**src/lpd_pkg.sv**
```systemverilog
// Shared types and constants for the lidar packet deframer with CRC-8 check.
// No dependencies; lpd_crc_unit, the top level and lpd_checker import this package.
package lpd_pkg;

    // Field widths
    localparam int DATA_W  = 8;   // received byte and frame byte
    localparam int POS_W   = 6;   // byte position in a frame
    localparam int PPF_W   = 5;   // point count compared against the length byte
    localparam int CFG_IDX_W = 2;

    // Reset values of the configuration registers
    localparam logic [DATA_W-1:0] HEADER_RESET = 8'h54;
    localparam logic [PPF_W-1:0]  PPF_RESET    = 5'd12;
    localparam logic [DATA_W-1:0] POLY_RESET   = 8'h4D;

    // Default frame size, header byte included
    localparam int FRAME_BYTES_DEF = 47;

    // Configuration register indexes
    localparam logic [CFG_IDX_W-1:0] CFG_HEADER = 2'd0;
    localparam logic [CFG_IDX_W-1:0] CFG_POINTS = 2'd1;
    localparam logic [CFG_IDX_W-1:0] CFG_POLY   = 2'd2;

    // Result kinds carried on tuser
    localparam logic KIND_FRAME = 1'b0;
    localparam logic KIND_ERROR = 1'b1;

    // Request to the bit-serial CRC unit
    typedef struct packed {
        logic              start;
        logic [DATA_W-1:0] seed;   // running CRC already xored with the new byte
    } t_crc_ctl;

    // Status back from the CRC unit
    typedef struct packed {
        logic              busy;
        logic [DATA_W-1:0] value;  // running CRC, valid while not busy
    } t_crc_stat;

endpackage

```
**src/lpd_ram.sv**
```systemverilog
// Generic single-write, single-read RAM with registered read data.
// Depends on nothing; used for the frame store.
module lpd_ram #(
    parameter int WIDTH = 8,
    parameter int DEPTH = 47,
    parameter int AW    = (DEPTH > 1) ? $clog2(DEPTH) : 1
) (
    input  logic             i_clk,
    input  logic             i_we,
    input  logic [AW-1:0]    i_waddr,
    input  logic [WIDTH-1:0] i_wdata,
    input  logic             i_re,
    input  logic [AW-1:0]    i_raddr,
    output logic [WIDTH-1:0] o_rdata
);

    logic [WIDTH-1:0] r_mem [DEPTH];
    logic [WIDTH-1:0] r_rdata;

    // Write port and registered read port
    always_ff @(posedge i_clk) begin
        if (i_we) begin
            r_mem[i_waddr] <= i_wdata;
        end
        if (i_re) begin
            r_rdata <= r_mem[i_raddr];
        end
    end

    assign o_rdata = r_rdata;

endmodule

```
**src/lpd_crc_unit.sv**
```systemverilog
// Bit-serial MSB-first CRC-8 engine: one shift/xor step per cycle, one step per bit of the byte.
// Depends on lpd_pkg for the request and status structs.
module lpd_crc_unit (
    input  logic                       i_clk,
    input  logic                       i_rst_n,
    input  logic [lpd_pkg::DATA_W-1:0] i_poly,
    input  lpd_pkg::t_crc_ctl          i_ctl,
    output lpd_pkg::t_crc_stat         o_stat
);
    import lpd_pkg::*;

    logic [DATA_W-1:0] r_crc;
    logic [2:0]        r_cnt;
    logic              r_busy;
    logic [DATA_W-1:0] n_crc;

    // One polynomial division step
    always_comb begin
        n_crc = {r_crc[DATA_W-2:0], 1'b0} ^ (r_crc[DATA_W-1] ? i_poly : '0);
    end

    // Step sequencer
    always_ff @(posedge i_clk) begin
        if (!i_rst_n) begin
            r_crc  <= '0;
            r_cnt  <= '0;
            r_busy <= 1'b0;
        end else if (i_ctl.start) begin
            r_crc  <= i_ctl.seed;
            r_cnt  <= '0;
            r_busy <= 1'b1;
        end else if (r_busy) begin
            r_crc <= n_crc;
            r_cnt <= r_cnt + 3'd1;
            if (r_cnt == 3'(DATA_W - 1)) begin
                r_busy <= 1'b0;
            end
        end
    end

    assign o_stat.busy  = r_busy;
    assign o_stat.value = r_crc;

endmodule

```
**src/lidar_packet_deframer_crc8_top.sv**
```systemverilog
// Lidar packet deframer: header/length hunt, frame store, CRC-8 check, replay.
// Depends on lpd_pkg, lpd_crc_unit and lpd_ram.
//
// Bytes enter on the s_axis side one per request. A byte that starts a frame, is
// taken as the length byte or is a payload byte runs through the shared
// bit-serial CRC-8 unit, and s_axis_tready stays low until that unit is done;
// a byte ignored while hunting, or one that drops a half-started frame, is
// taken with no wait. The final byte of a frame is compared with the running
// CRC: on a match the stored frame is replayed from the frame store, each byte
// by a registered RAM read and then an output load, FRAME_BYTES results with
// tlast on the final one; on a mismatch one error result (tuser = 1, tdata = 0,
// tlast = 1) is sent. Output stalls hold replay in its load step. A new byte may
// be taken while the last result still waits on the m_axis side. Configuration
// writes are always taken (o_cfg_ready stays high); unknown indexes are ignored.
// The frame store is not cleared at reset; every entry is written before it is read.
module lidar_packet_deframer_crc8_top #(
    parameter int FRAME_BYTES = lpd_pkg::FRAME_BYTES_DEF
) (
    input  logic                          i_clk,
    input  logic                          i_rst_n,
    // input bytes
    input  logic                          s_axis_tvalid,
    output logic                          s_axis_tready,
    input  logic [7:0]                    s_axis_tdata,   // [7:0] rx_byte
    // results
    output logic                          m_axis_tvalid,
    input  logic                          m_axis_tready,
    output logic [15:0]                   m_axis_tdata,   // [7:0] frame_byte, [13:8] byte_position
    output logic                          m_axis_tlast,   // last_of_run
    output logic                          m_axis_tuser,   // [0] result_kind
    // configuration writes
    input  logic                          i_cfg_valid,
    output logic                          o_cfg_ready,
    input  logic [lpd_pkg::CFG_IDX_W-1:0] i_cfg_index,
    input  logic [7:0]                    i_cfg_data
);
    import lpd_pkg::*;

    localparam int AW = (FRAME_BYTES > 1) ? $clog2(FRAME_BYTES) : 1;
    localparam logic [AW-1:0] LAST_IDX = AW'(FRAME_BYTES - 1);

    typedef enum logic [2:0] {
        ST_IDLE,
        ST_CRC,
        ST_READ,
        ST_LOAD,
        ST_ERROR
    } t_state;

    t_state r_state;

    // configuration
    logic [DATA_W-1:0] r_header;
    logic [PPF_W-1:0]  r_points;
    logic [DATA_W-1:0] r_poly;

    // frame tracking
    logic              r_hdr_seen;
    logic              r_len_seen;
    logic [AW-1:0]     r_fill;
    logic [AW-1:0]     r_idx;

    // output register
    logic              r_out_valid;
    logic [DATA_W-1:0] r_out_byte;
    logic [POS_W-1:0]  r_out_pos;
    logic              r_out_last;
    logic              r_out_kind;

    t_crc_ctl          crc_ctl;
    t_crc_stat         crc_stat;
    logic [DATA_W-1:0] ram_rdata;

    logic in_req, is_hdr, len_ok, at_last, slot_free, out_load;
    logic act_start, act_len, act_drop, act_pay, act_fin;
    logic ram_we;
    logic [AW-1:0] ram_waddr;

    // Decode what an accepted byte does
    always_comb begin
        in_req    = s_axis_tvalid && s_axis_tready;
        is_hdr    = (s_axis_tdata == r_header);
        len_ok    = (s_axis_tdata[PPF_W-1:0] == r_points);
        at_last   = (r_fill == LAST_IDX);
        act_start = in_req && (r_hdr_seen ? (!r_len_seen && !len_ok && is_hdr) : is_hdr);
        act_len   = in_req && r_hdr_seen && !r_len_seen && len_ok;
        act_drop  = in_req && r_hdr_seen && !r_len_seen && !len_ok && !is_hdr;
        act_pay   = in_req && r_hdr_seen && r_len_seen && !at_last;
        act_fin   = in_req && r_hdr_seen && r_len_seen && at_last;
        slot_free = !r_out_valid || m_axis_tready;
        out_load  = ((r_state == ST_LOAD) || (r_state == ST_ERROR)) && slot_free;
    end

    // Frame store write and CRC request
    always_comb begin
        ram_we        = act_start || act_len || act_pay || act_fin;
        ram_waddr     = act_start ? '0 : r_fill;
        crc_ctl.start = act_start || act_len || act_pay;
        crc_ctl.seed  = (act_start ? '0 : crc_stat.value) ^ s_axis_tdata;
    end

    // Sequencer, frame state and output register
    always_ff @(posedge i_clk) begin
        if (!i_rst_n) begin
            r_state     <= ST_IDLE;
            r_header    <= HEADER_RESET;
            r_points    <= PPF_RESET;
            r_poly      <= POLY_RESET;
            r_hdr_seen  <= 1'b0;
            r_len_seen  <= 1'b0;
            r_fill      <= '0;
            r_idx       <= '0;
            r_out_valid <= 1'b0;
        end else begin
            // configuration writes
            if (i_cfg_valid && o_cfg_ready) begin
                unique case (i_cfg_index)
                    CFG_HEADER: r_header <= i_cfg_data;
                    CFG_POINTS: r_points <= i_cfg_data[PPF_W-1:0];
                    CFG_POLY:   r_poly   <= i_cfg_data;
                    default: ;
                endcase
            end

            // result taken and nothing new loaded this cycle
            if (r_out_valid && m_axis_tready && !out_load) begin
                r_out_valid <= 1'b0;
            end

            unique case (r_state)
                ST_IDLE: begin
                    if (act_start) begin
                        r_hdr_seen <= 1'b1;
                        r_len_seen <= 1'b0;
                        r_fill     <= AW'(1);
                        r_state    <= ST_CRC;
                    end else if (act_len) begin
                        r_len_seen <= 1'b1;
                        r_fill     <= r_fill + AW'(1);
                        r_state    <= ST_CRC;
                    end else if (act_pay) begin
                        r_fill     <= r_fill + AW'(1);
                        r_state    <= ST_CRC;
                    end else if (act_drop) begin
                        r_hdr_seen <= 1'b0;
                    end else if (act_fin) begin
                        r_hdr_seen <= 1'b0;
                        r_len_seen <= 1'b0;
                        r_fill     <= '0;
                        r_idx      <= '0;
                        r_state    <= (s_axis_tdata == crc_stat.value) ? ST_READ : ST_ERROR;
                    end
                end
                ST_CRC: begin
                    if (!crc_stat.busy) begin
                        r_state <= ST_IDLE;
                    end
                end
                ST_READ: begin
                    r_state <= ST_LOAD;
                end
                ST_LOAD: begin
                    if (slot_free) begin
                        r_out_valid <= 1'b1;
                        r_out_byte  <= ram_rdata;
                        r_out_pos   <= POS_W'(r_idx);
                        r_out_last  <= (r_idx == LAST_IDX);
                        r_out_kind  <= KIND_FRAME;
                        if (r_idx == LAST_IDX) begin
                            r_state <= ST_IDLE;
                        end else begin
                            r_idx   <= r_idx + AW'(1);
                            r_state <= ST_READ;
                        end
                    end
                end
                ST_ERROR: begin
                    if (slot_free) begin
                        r_out_valid <= 1'b1;
                        r_out_byte  <= '0;
                        r_out_pos   <= '0;
                        r_out_last  <= 1'b1;
                        r_out_kind  <= KIND_ERROR;
                        r_state     <= ST_IDLE;
                    end
                end
                default: r_state <= ST_IDLE;
            endcase
        end
    end

    lpd_crc_unit u_crc (
        .i_clk   (i_clk),
        .i_rst_n (i_rst_n),
        .i_poly  (r_poly),
        .i_ctl   (crc_ctl),
        .o_stat  (crc_stat)
    );

    lpd_ram #(
        .WIDTH (DATA_W),
        .DEPTH (FRAME_BYTES),
        .AW    (AW)
    ) u_store (
        .i_clk   (i_clk),
        .i_we    (ram_we),
        .i_waddr (ram_waddr),
        .i_wdata (s_axis_tdata),
        .i_re    (r_state == ST_READ),
        .i_raddr (r_idx),
        .o_rdata (ram_rdata)
    );

    assign s_axis_tready = (r_state == ST_IDLE);
    assign o_cfg_ready   = 1'b1;
    assign m_axis_tvalid = r_out_valid;
    assign m_axis_tdata  = {2'b00, r_out_pos, r_out_byte};
    assign m_axis_tlast  = r_out_last;
    assign m_axis_tuser  = r_out_kind;

endmodule

```
**config.mk**
```make
export PLATFORM = sky130hd
export DESIGN_NAME = lidar_packet_deframer_crc8_top
export DESIGN_NICKNAME = d
export VERILOG_FILES = /design/src/lpd_pkg.sv /design/src/lpd_ram.sv /design/src/lpd_crc_unit.sv /design/src/lidar_packet_deframer_crc8_top.sv
export SDC_FILE = /design/constraint.sdc
export NUM_CORES = 1
export LEC_CHECK = 0
export BUFFER_PORTS_ARGS = -buffer_cell sky130_fd_sc_hd__buf_2
export CAP_MARGIN = 5
export CORE_ASPECT_RATIO = 0.6
export CORE_MARGIN = 1
export CORE_UTILIZATION = 45
export CTS_CLUSTER_DIAMETER = 60
export CTS_CLUSTER_SIZE = 24
export DETAILED_ROUTE_END_ITERATION = 8
export PLACE_DENSITY_LB_ADDON = 0.12
export SYNTH_ARGS = -nofsm -noshare
export SYNTH_HDL_FRONTEND = slang
export SYNTH_SLANG_ARGS = --single-unit
```
**constraint.sdc**
```tcl
create_clock -name i_clk -period 5.6 [get_ports i_clk]
set_input_delay 1.12 -clock i_clk [delete_from_list [all_inputs] [get_ports i_clk]]
set_output_delay 1.12 -clock i_clk [all_outputs]
set_load 0.1 [all_outputs]
```
==> impl_metrics.yaml, run 1 <==
status:
  outcome: "finished clean"
power_and_ir_drop:
  p_total_uw: 6490
  clkPwrFrac_pct: 33.8
  p_switching_uw: 1569
  share_of_power_burned_in_registers_pct: 57.6
  power.switching_fraction_pct: 24.18
  combinational_fraction_of_design_power_pct: 8.6
  power_leakage_uw: 0.006132
  worst_ir_drop_vdd_uv: 275.5
  p_int_uw: 4921
  powerDensity_nw_per_um2: 325.9
yosys:
  ys_seq_elements: 451
  netlist_area_um2: 18230
  synthesis.instances: 1020
  seq_area_frac_synth_pct: 71.50
  synth_flop_cell: "sky130_fd_sc_hd__edfxtp_1"
  yosysWarningCount: 0
  yosys.cell_types.count: 50
  synthesis.area_per_instance_um2: 17.87
  async_flop_share_pct: 0
  edff_count_synth: 400
flow_run:
  maxCapViolCount: 0
finish:
  final_layout_size_suffix_gt1_share_pct: 21.44
  layout-area-overhead-vs-synth_pct: 9.267
  num_antenna_cells: 0
  layout_common_cells: "sky130_fd_sc_hd__edfxtp_1, sky130_fd_sc_hd__mux4_2, sky130_fd_sc_hd__nor2_1"
  num-nets-final: 1084
  final_common_cell: "sky130_fd_sc_hd__edfxtp_1"
timing:
  final_max_slew_viol_count: 0
  setup_viol: 0
  timing_worst_slew_pin_value_ns: 1.079
  finalHoldViolCount: 0
  unrepaired_setup_endpoints_after_global_routing: "no"
  fin_worst_skew_ns: 0.01533
  min_period_ns: 3.874
  fmax_mhz: 258.1
  fin_setup_tns_ns: 0
  layout_worst_path_cycle_share_pct: 69.17
  worst_slew_margin_rel_pct: 27.50
critical_path:
  arrival_ns: 4.08
  crit-reg2reg-capture: "u_store.r_mem[16][6]$_DFFE_PP_"
  critical_path.max_fanout: 15
  reg2reg_depth: 6
  worstSetupStartpointType: "primary input"
  critical_path.reg2reg.startpoint: "r_header[7]$_SDFFE_PN0P_"
  critPathCaptureType: "register"
  path_class: "in -> reg"
  worst-r2r-setup-slack_ns: 2.21
  cp.required_ns: 5.81
grt:
  grt_use_total_pct: 23.45
  antenna_violations_before_repair: 3
  grt_pass1_vias: 8910
  grt_pass1_wl_um: 67440
  largest_net_degree_at_the_start_of_global_routing: 58
  grt_overflow_total: 0
clock_network:
  cts_max_level: 1
  insertion_delay_to_the_later_sink_of_the_worst_skew_pair_ns: 0.58
  number_of_buffers_inserted_by_post_cts_setup_repair: 0
  clk_path_buf_depth: 3
  numCtsBuffers: 27
  post_cts.resized_instances: 0
  clk_pin_slew_worst_paths_ns: 0.09
  cts_tree: "done"
  cts_root_buffer: "sky130_fd_sc_hd__clkbuf_16"
  cts_hold_buffers: 0
  cts.sinks: 451
placement:
  post_detail_place_hpwl_um: 30830
  gpl.final_weighted_congestion: 0.9495
  buffer_ports.inserted: 40
floorplan:
  dieWidth_um: 261.8
  chipHeight_um: 157.9
  fp.dieArea_um2: 41340
  initial_core_util_pct: 46.12
  io_pins: 44
  rows: 56
  fp.coreArea_um2: 39520
route:
  routed_wire_length_per_instance_um: 29.24
  detail-route-antenna-nets: 0
  drt-pass1-iter-count: 5
  route.detailed.drc: 0
  route.final.wire_length_um: 46640
  route.vias.total: 9689
  vias_per_cell: 6.075
  detailedRoute.firstIterationViolations: 1380
hold_path:
  hold_path_end: "r_poly[0]$_SDFFE_PN1P_"
  min_from: "r_poly[0]$_SDFFE_PN1P_"
  min-delay-path-class: "reg -> reg"
  hold_path_depth: 2
[critical path, cell delays in order]
cell and delay (ns):
sky130_fd_sc_hd__buf_2 0.39, sky130_fd_sc_hd__xnor2_1 0.23, sky130_fd_sc_hd__and2_1 0.19, sky130_fd_sc_hd__a21oi_1 0.07, sky130_fd_sc_hd__buf_4 0.17, sky130_fd_sc_hd__nor3_1 0.69
sky130_fd_sc_hd__nand3_1 0.44, sky130_fd_sc_hd__a21oi_1 0.77
[cell families (layout without fill, tap and decap cells)]
logic type / count (synthesis) / after routing / share of synthesized area (%)
simple gates: 218 / 218 / 5.848
other cells: 2 / 3 / 0.04120
buf+inv: 69 / 121 / 1.689
compound gates: 85 / 85 / 2.732
fa+ha+maj: 6 / 6 / 0.4119
flops: 451 / 451 / 71.50
mux: 157 / 157 / 16.24
xor+xnor: 32 / 32 / 1.538
[state kept, by name, indices dropped and copies added, names as in the netlist, 3 cells and up]
name	count
r_fill	6
r_state	3
u_crc.r_cnt	3
r_out_pos	6
u_crc.r_crc	8
u_store.r_mem	376
r_points	5
r_header	8
r_out_byte	8
u_store.o_rdata	8
r_poly	8
r_idx	6
[layer usage]
layer,vias up,GRT usage [%],wire length (µm)
li1,4078,-,-
met1,5048,41.05,23350
met2,524,27.84,17270
met3,39,6.580,5361
met4,0,3.793,668
met5,-,0,0
[synth_stat cells, types with 5 or more instances]
library cell / number / area (µm²)
sky130_fd_sc_hd__a21oi_1: 25 / 125.1
sky130_fd_sc_hd__and3_1: 8 / 50.05
sky130_fd_sc_hd__buf_1: 13 / 48.80
sky130_fd_sc_hd__buf_2: 18 / 90.09
sky130_fd_sc_hd__clkbuf_1: 21 / 78.83
sky130_fd_sc_hd__dfxtp_1: 51 / 1021
sky130_fd_sc_hd__edfxtp_1: 400 / 12010
sky130_fd_sc_hd__ha_1: 6 / 75.07
sky130_fd_sc_hd__inv_1: 11 / 41.29
sky130_fd_sc_hd__mux2i_1: 46 / 460.4
sky130_fd_sc_hd__mux4_2: 111 / 2500
sky130_fd_sc_hd__nand2_1: 44 / 165.2
sky130_fd_sc_hd__nand3_1: 14 / 70.07
sky130_fd_sc_hd__nor2_1: 85 / 319.1
sky130_fd_sc_hd__nor2b_1: 18 / 112.6
sky130_fd_sc_hd__nor3_1: 5 / 25.02
sky130_fd_sc_hd__nor3b_1: 8 / 60.06
sky130_fd_sc_hd__nor4_1: 9 / 56.30
sky130_fd_sc_hd__o21ai_0: 37 / 185.2
sky130_fd_sc_hd__or3_1: 6 / 37.54
sky130_fd_sc_hd__xnor2_1: 13 / 113.9
sky130_fd_sc_hd__xor2_1: 19 / 166.4
[layout make-up]
class / count / area, µm²
tap: 522 / 653.1
clock inverter: 17 / 210.2
clock buffer: 30 / 686.9
fill: 3219 / 19600
inverter: 12 / 45.04
multi-input combinational: 501 / 4902
sequential: 451 / 13040
timing repair buffer: 62 / 377.9
[stage by stage]
| step | setup WS [ns] | instance area [µm²] | std cells | util (%) | hold slack, ns |
|---|---|---|---|---|---|
| final | 1.726 | 19920 | 1595 | 50.40 | 0.5006 |
| after global routing | 1.565 | 19920 | 1595 | 50.40 | 0.5228 |
| after CTS | 1.757 | 19920 | 1595 | 50.40 | 0.4936 |
| after detailed placement | 1.159 | 19020 | 1548 | 48.13 | 0.4664 |
| after global placement | 1.240 | 19020 | 1548 | 48.13 | 0.4680 |
| after floorplan | 2.205 | 18230 | 1021 | - | 0.4442 |
[worst max path at each step]
stage,from,end,slack [ns],cells after the start
finish,s_axis_tdata[3],u_store.r_mem[24][2]$_DFFE_PP_,1.73,8
CTS,s_axis_tdata[3],u_store.r_mem[24][2]$_DFFE_PP_,1.76,8
global placement,s_axis_tdata[1],u_store.r_mem[24][0]$_DFFE_PP_,1.24,8
floorplan,s_axis_tdata[2],u_store.r_mem[30][0]$_DFFE_PP_,2.21,6
global route,s_axis_tdata[3],u_store.r_mem[24][2]$_DFFE_PP_,1.56,8
detailed placement,s_axis_tdata[3],u_store.r_mem[24][7]$_DFFE_PP_,1.16,8
[power groups by stage]
stage                     combinational, µW  clock [µW]  sequential (µW)
after floorplan                         357           0             3810
after global placement                  559           0             3810
after detailed placement                560           0             3810
after CTS                               561        2230             3740
after global routing                    595        2360             3740
final                                   559        2200             3740
(Power assumes the default switching activity.)
==> run 2: changes to the inputs <==
==> constraint.sdc (replaced) <==
create_clock -name i_clk -period 3.8 [get_ports i_clk]
set_input_delay 0.76 -clock i_clk [delete_from_list [all_inputs] [get_ports i_clk]]
set_output_delay 0.76 -clock i_clk [all_outputs]
set_load 0.1 [all_outputs]
==> run 2 against run 1 <==
  * Clock-buffer cell count shrank 1
  * Critical path depth fell by 3
  * Global-route usage fell by 1.1 points
  * Die area stayed put
  * Worst setup slack lost 0.97 ns
  * Sequential power grew 47%
==> impl_metrics.yaml, run 2 (synthesis gave the netlist of run 1 again) <==
finish:
  num-nets-final: 1134
  final_common_cell: "sky130_fd_sc_hd__edfxtp_1"
  num-fill-cells: 3245
  final_layout_size_suffix_gt1_share_pct: 24.55
  max_flop_register: "u_store.r_mem"
  flip_flop_count_of_the_largest_register_after_layout: 376
  layout-area-overhead-vs-synth_pct: 10.87
  num_antenna_cells: 0
  layout_common_cells: "sky130_fd_sc_hd__edfxtp_1, sky130_fd_sc_hd__mux4_2, sky130_fd_sc_hd__nor2_1"
critical_path:
  reg2reg_depth: 5
  cp.required_ns: 4.10
  critical_path.max_fanout: 31
  path_class: "reg -> reg"
  arrival_ns: 3.34
  critPathCaptureType: "register"
  worstSetupStartpointType: "register"
timing:
  setup_viol: 0
  final_max_slew_viol_count: 0
  layout_worst_path_cycle_share_pct: 80.14
  finalHoldViolCount: 0
  min_period_ns: 3.045
  timing_worst_slew_pin_value_ns: 1.136
  fin_setup_tns_ns: 0
  fmax_mhz: 328.4
  fin_worst_skew_ns: 0.02064
  worst_slew_margin_rel_pct: 23.70
  unrepaired_setup_endpoints_after_global_routing: "no"
grt:
  grt_use_total_pct: 22.37
  globalRoute.busiestLayer: "met1"
  grtUsageMet2_pct: 29.31
  grt_pass1_wl_um: 65380
  global_route.usage.met3_pct: 6.196
  met1_track_usage_gr_pct: 37.00
  antenna_violations_before_repair: 5
  largest_net_degree_at_the_start_of_global_routing: 56
  grt_overflow_total: 0
  grt_pass1_vias: 9215
clock_network:
  clk_pin_slew_worst_paths_ns: 0.09
  number_of_buffers_inserted_by_post_cts_setup_repair: 0
  post_cts.resized_instances: 0
  cts.sinks: 451
  cts_hold_buffers: 0
  insertion_delay_to_the_later_sink_of_the_worst_skew_pair_ns: 0.57
  cts_root_buffer: "sky130_fd_sc_hd__clkbuf_16"
  cts_max_level: 1
  clk_path_buf_depth: 3
  numCtsBuffers: 25
  cts_tree: "done"
floorplan:
  dieWidth_um: 261.8
  initial_core_util_pct: 46.12
  fp.dieArea_um2: 41340
  rows: 56
  io_pins: 44
  fp.coreArea_um2: 39520
  chipHeight_um: 157.9
flow_run:
  maxCapViolCount: 0
route:
  detail-route-antenna-nets: 0
  route.detailed.drc: 0
  route.final.wire_length_um: 44840
  detailedRoute.firstIterationViolations: 1075
  drt-pass1-iter-count: 5
  route.vias.total: 9522
  routed_wire_length_per_instance_um: 27.31
  vias_per_cell: 5.799
placement:
  post_detail_place_hpwl_um: 29570
  buffer_ports.inserted: 40
  gpl.final_weighted_congestion: 0.9039
power_and_ir_drop:
  powerDensity_nw_per_um2: 454.9
  power_leakage_uw: 0.006350
  p_total_uw: 9194
  worst_ir_drop_vdd_uv: 267.4
hold_path:
  min-delay-path-class: "in -> reg"
  hold_path_depth: 3
status:
  outcome: "finished clean"
==> run 2: layer usage <==
layer	vias up	wire [µm]
li1	4171	-
met1	4933	22370
met2	382	17840
met3	36	4072
met4	0	557
met5	-	0
==> run 2: area by class of cell <==
type	count	area, µm²	share of cell area (%)
clock buffer	29	640.6	3.170
inverter	12	45.04	0.2229
clock inverter	13	106.4	0.5263
timing repair buffer	114	818.3	4.049
sequential	451	13040	64.54
tap	522	653.1	3.232
multi-input combinational	501	4902	24.26
==> run 2: worst paths after layout <==
check,from,end,slack (ns)
worst max register to register,r_idx[0]$_SDFFE_PN0P_,u_store.o_rdata[7]$_DFFE_PN_,0.75
worst max-delay path,r_idx[0]$_SDFFE_PN0P_,u_store.o_rdata[7]$_DFFE_PN_,0.75
worst min-delay path,i_cfg_data[6],r_header[6]$_SDFFE_PN1P_,0.43
worst min register to register,r_poly[3]$_SDFFE_PN1P_,r_poly[3]$_SDFFE_PN1P_,0.50
==> run 2: through the flow <==
stage	instances	hold WS (ns)	cell area [µm²]	util, %	setup slack [ns]
2_1_floorplan	1021	0.4442	18230	-	0.5062
3_3_place_gp	1600	0.4629	19460	49.25	0.4322
3_5_place_dp	1600	0.4826	19460	49.25	0.3867
4_1_cts	1642	0.4074	20210	51.14	0.8068
5_1_grt	1642	0.4225	20210	51.14	0.6028
6_report	1642	0.4259	20210	51.14	0.7546
==> run 2: critical path, stage by stage (launching register included) <==
cell	delay, ns
sky130_fd_sc_hd__dfxtp_4	0.67
sky130_fd_sc_hd__buf_12	0.32
sky130_fd_sc_hd__mux4_2	0.61
sky130_fd_sc_hd__mux4_2	0.54
sky130_fd_sc_hd__mux2i_1	0.48
sky130_fd_sc_hd__o21ai_0	0.14
==> run 2: where the power goes <==
part	total [µW]	internal [µW]	leakage (µW)	switching [µW]
combinational	841	322	0.00197	519
sequential	5490	5430	0.00401	60.7
clock	2860	1250	0.000366	1610
total	9190	7010	0.00635	2190
==> run 3: changes to the inputs <==
==> constraint.sdc (replaced) <==
create_clock -name i_clk -period 3.15 [get_ports i_clk]
set_input_delay 0.63 -clock i_clk [delete_from_list [all_inputs] [get_ports i_clk]]
set_output_delay 0.63 -clock i_clk [all_outputs]
set_load 0.1 [all_outputs]
==> run 3 against run 2 <==
  * Die area stayed put
  * Global-route usage is 0.40 points lower
  * Critical path depth stayed put
  * Combinational power is 24% higher
  * Hold slack worse by 0.12 ns
  * Sequential share of layout area is 0.59 points lower
  * Critical endpoint is now u_store.o_rdata[2]$_DFFE_PN_
  * Largest cell class unchanged
==> impl_metrics.yaml, run 3 (synthesis gave the netlist of run 1 again) <==
floorplan:
  initial_core_util_pct: 46.12
  rows: 56
  io_pins: 44
  fp.coreArea_um2: 39520
  fp.dieArea_um2: 41340
  dieWidth_um: 261.8
  chipHeight_um: 157.9
route:
  detail-route-antenna-nets: 0
  route.vias.total: 9526
  route.detailed.drc: 0
  drt-pass1-iter-count: 4
  detailedRoute.firstIterationViolations: 1099
  routed_wire_length_per_instance_um: 26.50
  vias_per_cell: 5.749
  route.final.wire_length_um: 43910
finish:
  layout-area-overhead-vs-synth_pct: 11.88
  num-nets-final: 1147
  final_layout_size_suffix_gt1_share_pct: 25.68
  max_flop_register: "u_store.r_mem"
  final_common_cell: "sky130_fd_sc_hd__edfxtp_1"
  flip_flop_count_of_the_largest_register_after_layout: 376
  layout_common_cells: "sky130_fd_sc_hd__edfxtp_1, sky130_fd_sc_hd__mux4_2, sky130_fd_sc_hd__nor2_1"
timing:
  worst_slew_margin_rel_pct: 32.33
  fmax_mhz: 366.7
  finalHoldViolCount: 0
  fin_worst_skew_ns: 0.02902
  setup_viol: 0
  min_period_ns: 2.727
  worst_hold_slack_ns: 0.3020
  fin_setup_tns_ns: 0
  final_max_slew_viol_count: 0
  timing_worst_slew_pin_value_ns: 1.014
  layout_worst_path_cycle_share_pct: 86.57
  unrepaired_setup_endpoints_after_global_routing: "no"
grt:
  grt_pass1_wl_um: 64830
  antenna_violations_before_repair: 4
  grt_use_total_pct: 21.98
  grt_pass1_vias: 9208
  grt_overflow_total: 0
  met1_track_usage_gr_pct: 36.52
  global_route.usage.met3_pct: 4.883
  grtUsageMet2_pct: 29.43
  globalRoute.busiestLayer: "met1"
  largest_net_degree_at_the_start_of_global_routing: 51
critical_path:
  cp.required_ns: 3.44
  path_common_cell: "sky130_fd_sc_hd__mux4_2"
  worstSetupStartpoint: "r_idx[0]$_SDFFE_PN0P_"
  timing.critical_path.max_delay_family: "multiplexers"
  critPathCaptureType: "register"
  worstSetupStartpointType: "register"
  crit_slowest_cell: "sky130_fd_sc_hd__mux4_2"
  crit_chain: "buf_12 > mux4_2 > mux4_2 > mux2i_1 > o21ai_0"
  path_class: "reg -> reg"
  arrival_ns: 3.02
  critical_path.max_fanout: 43
  cp.buffers_inverters: 1
  worst_path_largest_cell_delay_ns: 0.63
  critical_path.reg2reg.startpoint: "r_idx[0]$_SDFFE_PN0P_"
clock_network:
  cts_hold_buffers: 0
  insertion_delay_to_the_later_sink_of_the_worst_skew_pair_ns: 0.59
  cts.sinks: 451
  clk_pin_slew_worst_paths_ns: 0.10
  cts_tree: "done"
  numCtsBuffers: 25
  clk_path_buf_depth: 3
  cts_root_buffer: "sky130_fd_sc_hd__clkbuf_16"
  post_cts.resized_instances: 0
  number_of_buffers_inserted_by_post_cts_setup_repair: 0
  cts_max_level: 1
power_and_ir_drop:
  combinational_fraction_of_design_power_pct: 9.2
  powerDensity_nw_per_um2: 553.4
  p_int_uw: 8625
  worst_ir_drop_vdd_uv: 472.9
  power.switching_fraction_pct: 23.57
  clkPwrFrac_pct: 32.2
  share_of_power_burned_in_registers_pct: 58.6
  power_leakage_uw: 0.006438
  p_switching_uw: 2660
hold_path:
  min-delay-path-class: "in -> reg"
  min_from: "i_cfg_data[6]"
status:
  outcome: "finished clean"
placement:
  buffer_ports.inserted: 40
  gpl.final_weighted_congestion: 0.8358
  post_detail_place_hpwl_um: 29040
flow_run:
  maxCapViolCount: 0
-- run 3: changes by cell type in the layout (fill, tap and decap cells not counted), moves of 2 or more --
cell	change
sky130_fd_sc_hd__bufinv_16	+2
sky130_fd_sc_hd__buf_12	+2
sky130_fd_sc_hd__diode_2	+2
sky130_fd_sc_hd__inv_8	-2
sky130_fd_sc_hd__clkinv_4	+2
sky130_fd_sc_hd__buf_4	+11
-- run 3: cell type report --
class / count / area [µm²]
antenna: 2 / 5.005
timing repair buffer: 127 / 940.9
sequential: 451 / 13040
clock buffer: 28 / 636.9
clock inverter: 14 / 162.7
fill: 3265 / 19130
tap: 522 / 653.1
inverter: 12 / 45.04
multi-input combinational: 501 / 4907
-- run 3: final timing paths --
check | end | slack [ns] | depth (start not counted)
setup / recovery | u_store.o_rdata[2]$_DFFE_PN_ | 0.42 | 5
hold / removal | r_poly[6]$_SDFFE_PN1P_ | 0.30 | 3
setup reg to reg | u_store.o_rdata[2]$_DFFE_PN_ | 0.42 | 5
hold reg to reg | r_poly[2]$_SDFFE_PN1P_ | 0.49 | 2
-- run 3: metal layers --
layer  up-vias  routed length, µm
met4         0                497
met2       337              17780
met1      4959              21910
li1       4197                  -
met5         -                  0
met3        33               3728
-- run 3: power by group through the flow --
stage,logic [µW],clock network [µW],registers (µW)
after floorplan,638,0,6770
after global placement,1040,0,6750
after detailed placement,1050,0,6750
after CTS,1050,3730,6610
after global routing,1110,3910,6620
final,1040,3630,6610
-- run 3: worst register-to-register path, stage by stage (launching register included) --
cell	delay (ns)
sky130_fd_sc_hd__dfxtp_4	0.38
sky130_fd_sc_hd__buf_12	0.31
sky130_fd_sc_hd__mux4_2	0.65
sky130_fd_sc_hd__mux4_2	0.54
sky130_fd_sc_hd__mux2i_1	0.38
sky130_fd_sc_hd__o21ai_0	0.19
-- run 3: metrics by stage --
step	instance area [µm²]	setup slack [ns]	power (µW)	instances	utilization (%)
2_1_floorplan	18240	0.1095	7406	1021	-
3_3_place_gp	19590	0.2709	7792	1613	49.57
3_5_place_dp	19590	0.2123	7796	1613	49.57
4_1_cts	20390	0.3565	11390	1655	51.59
5_1_grt	20390	0.2065	11640	1655	51.59
6_report	20390	0.4232	11290	1657	51.60
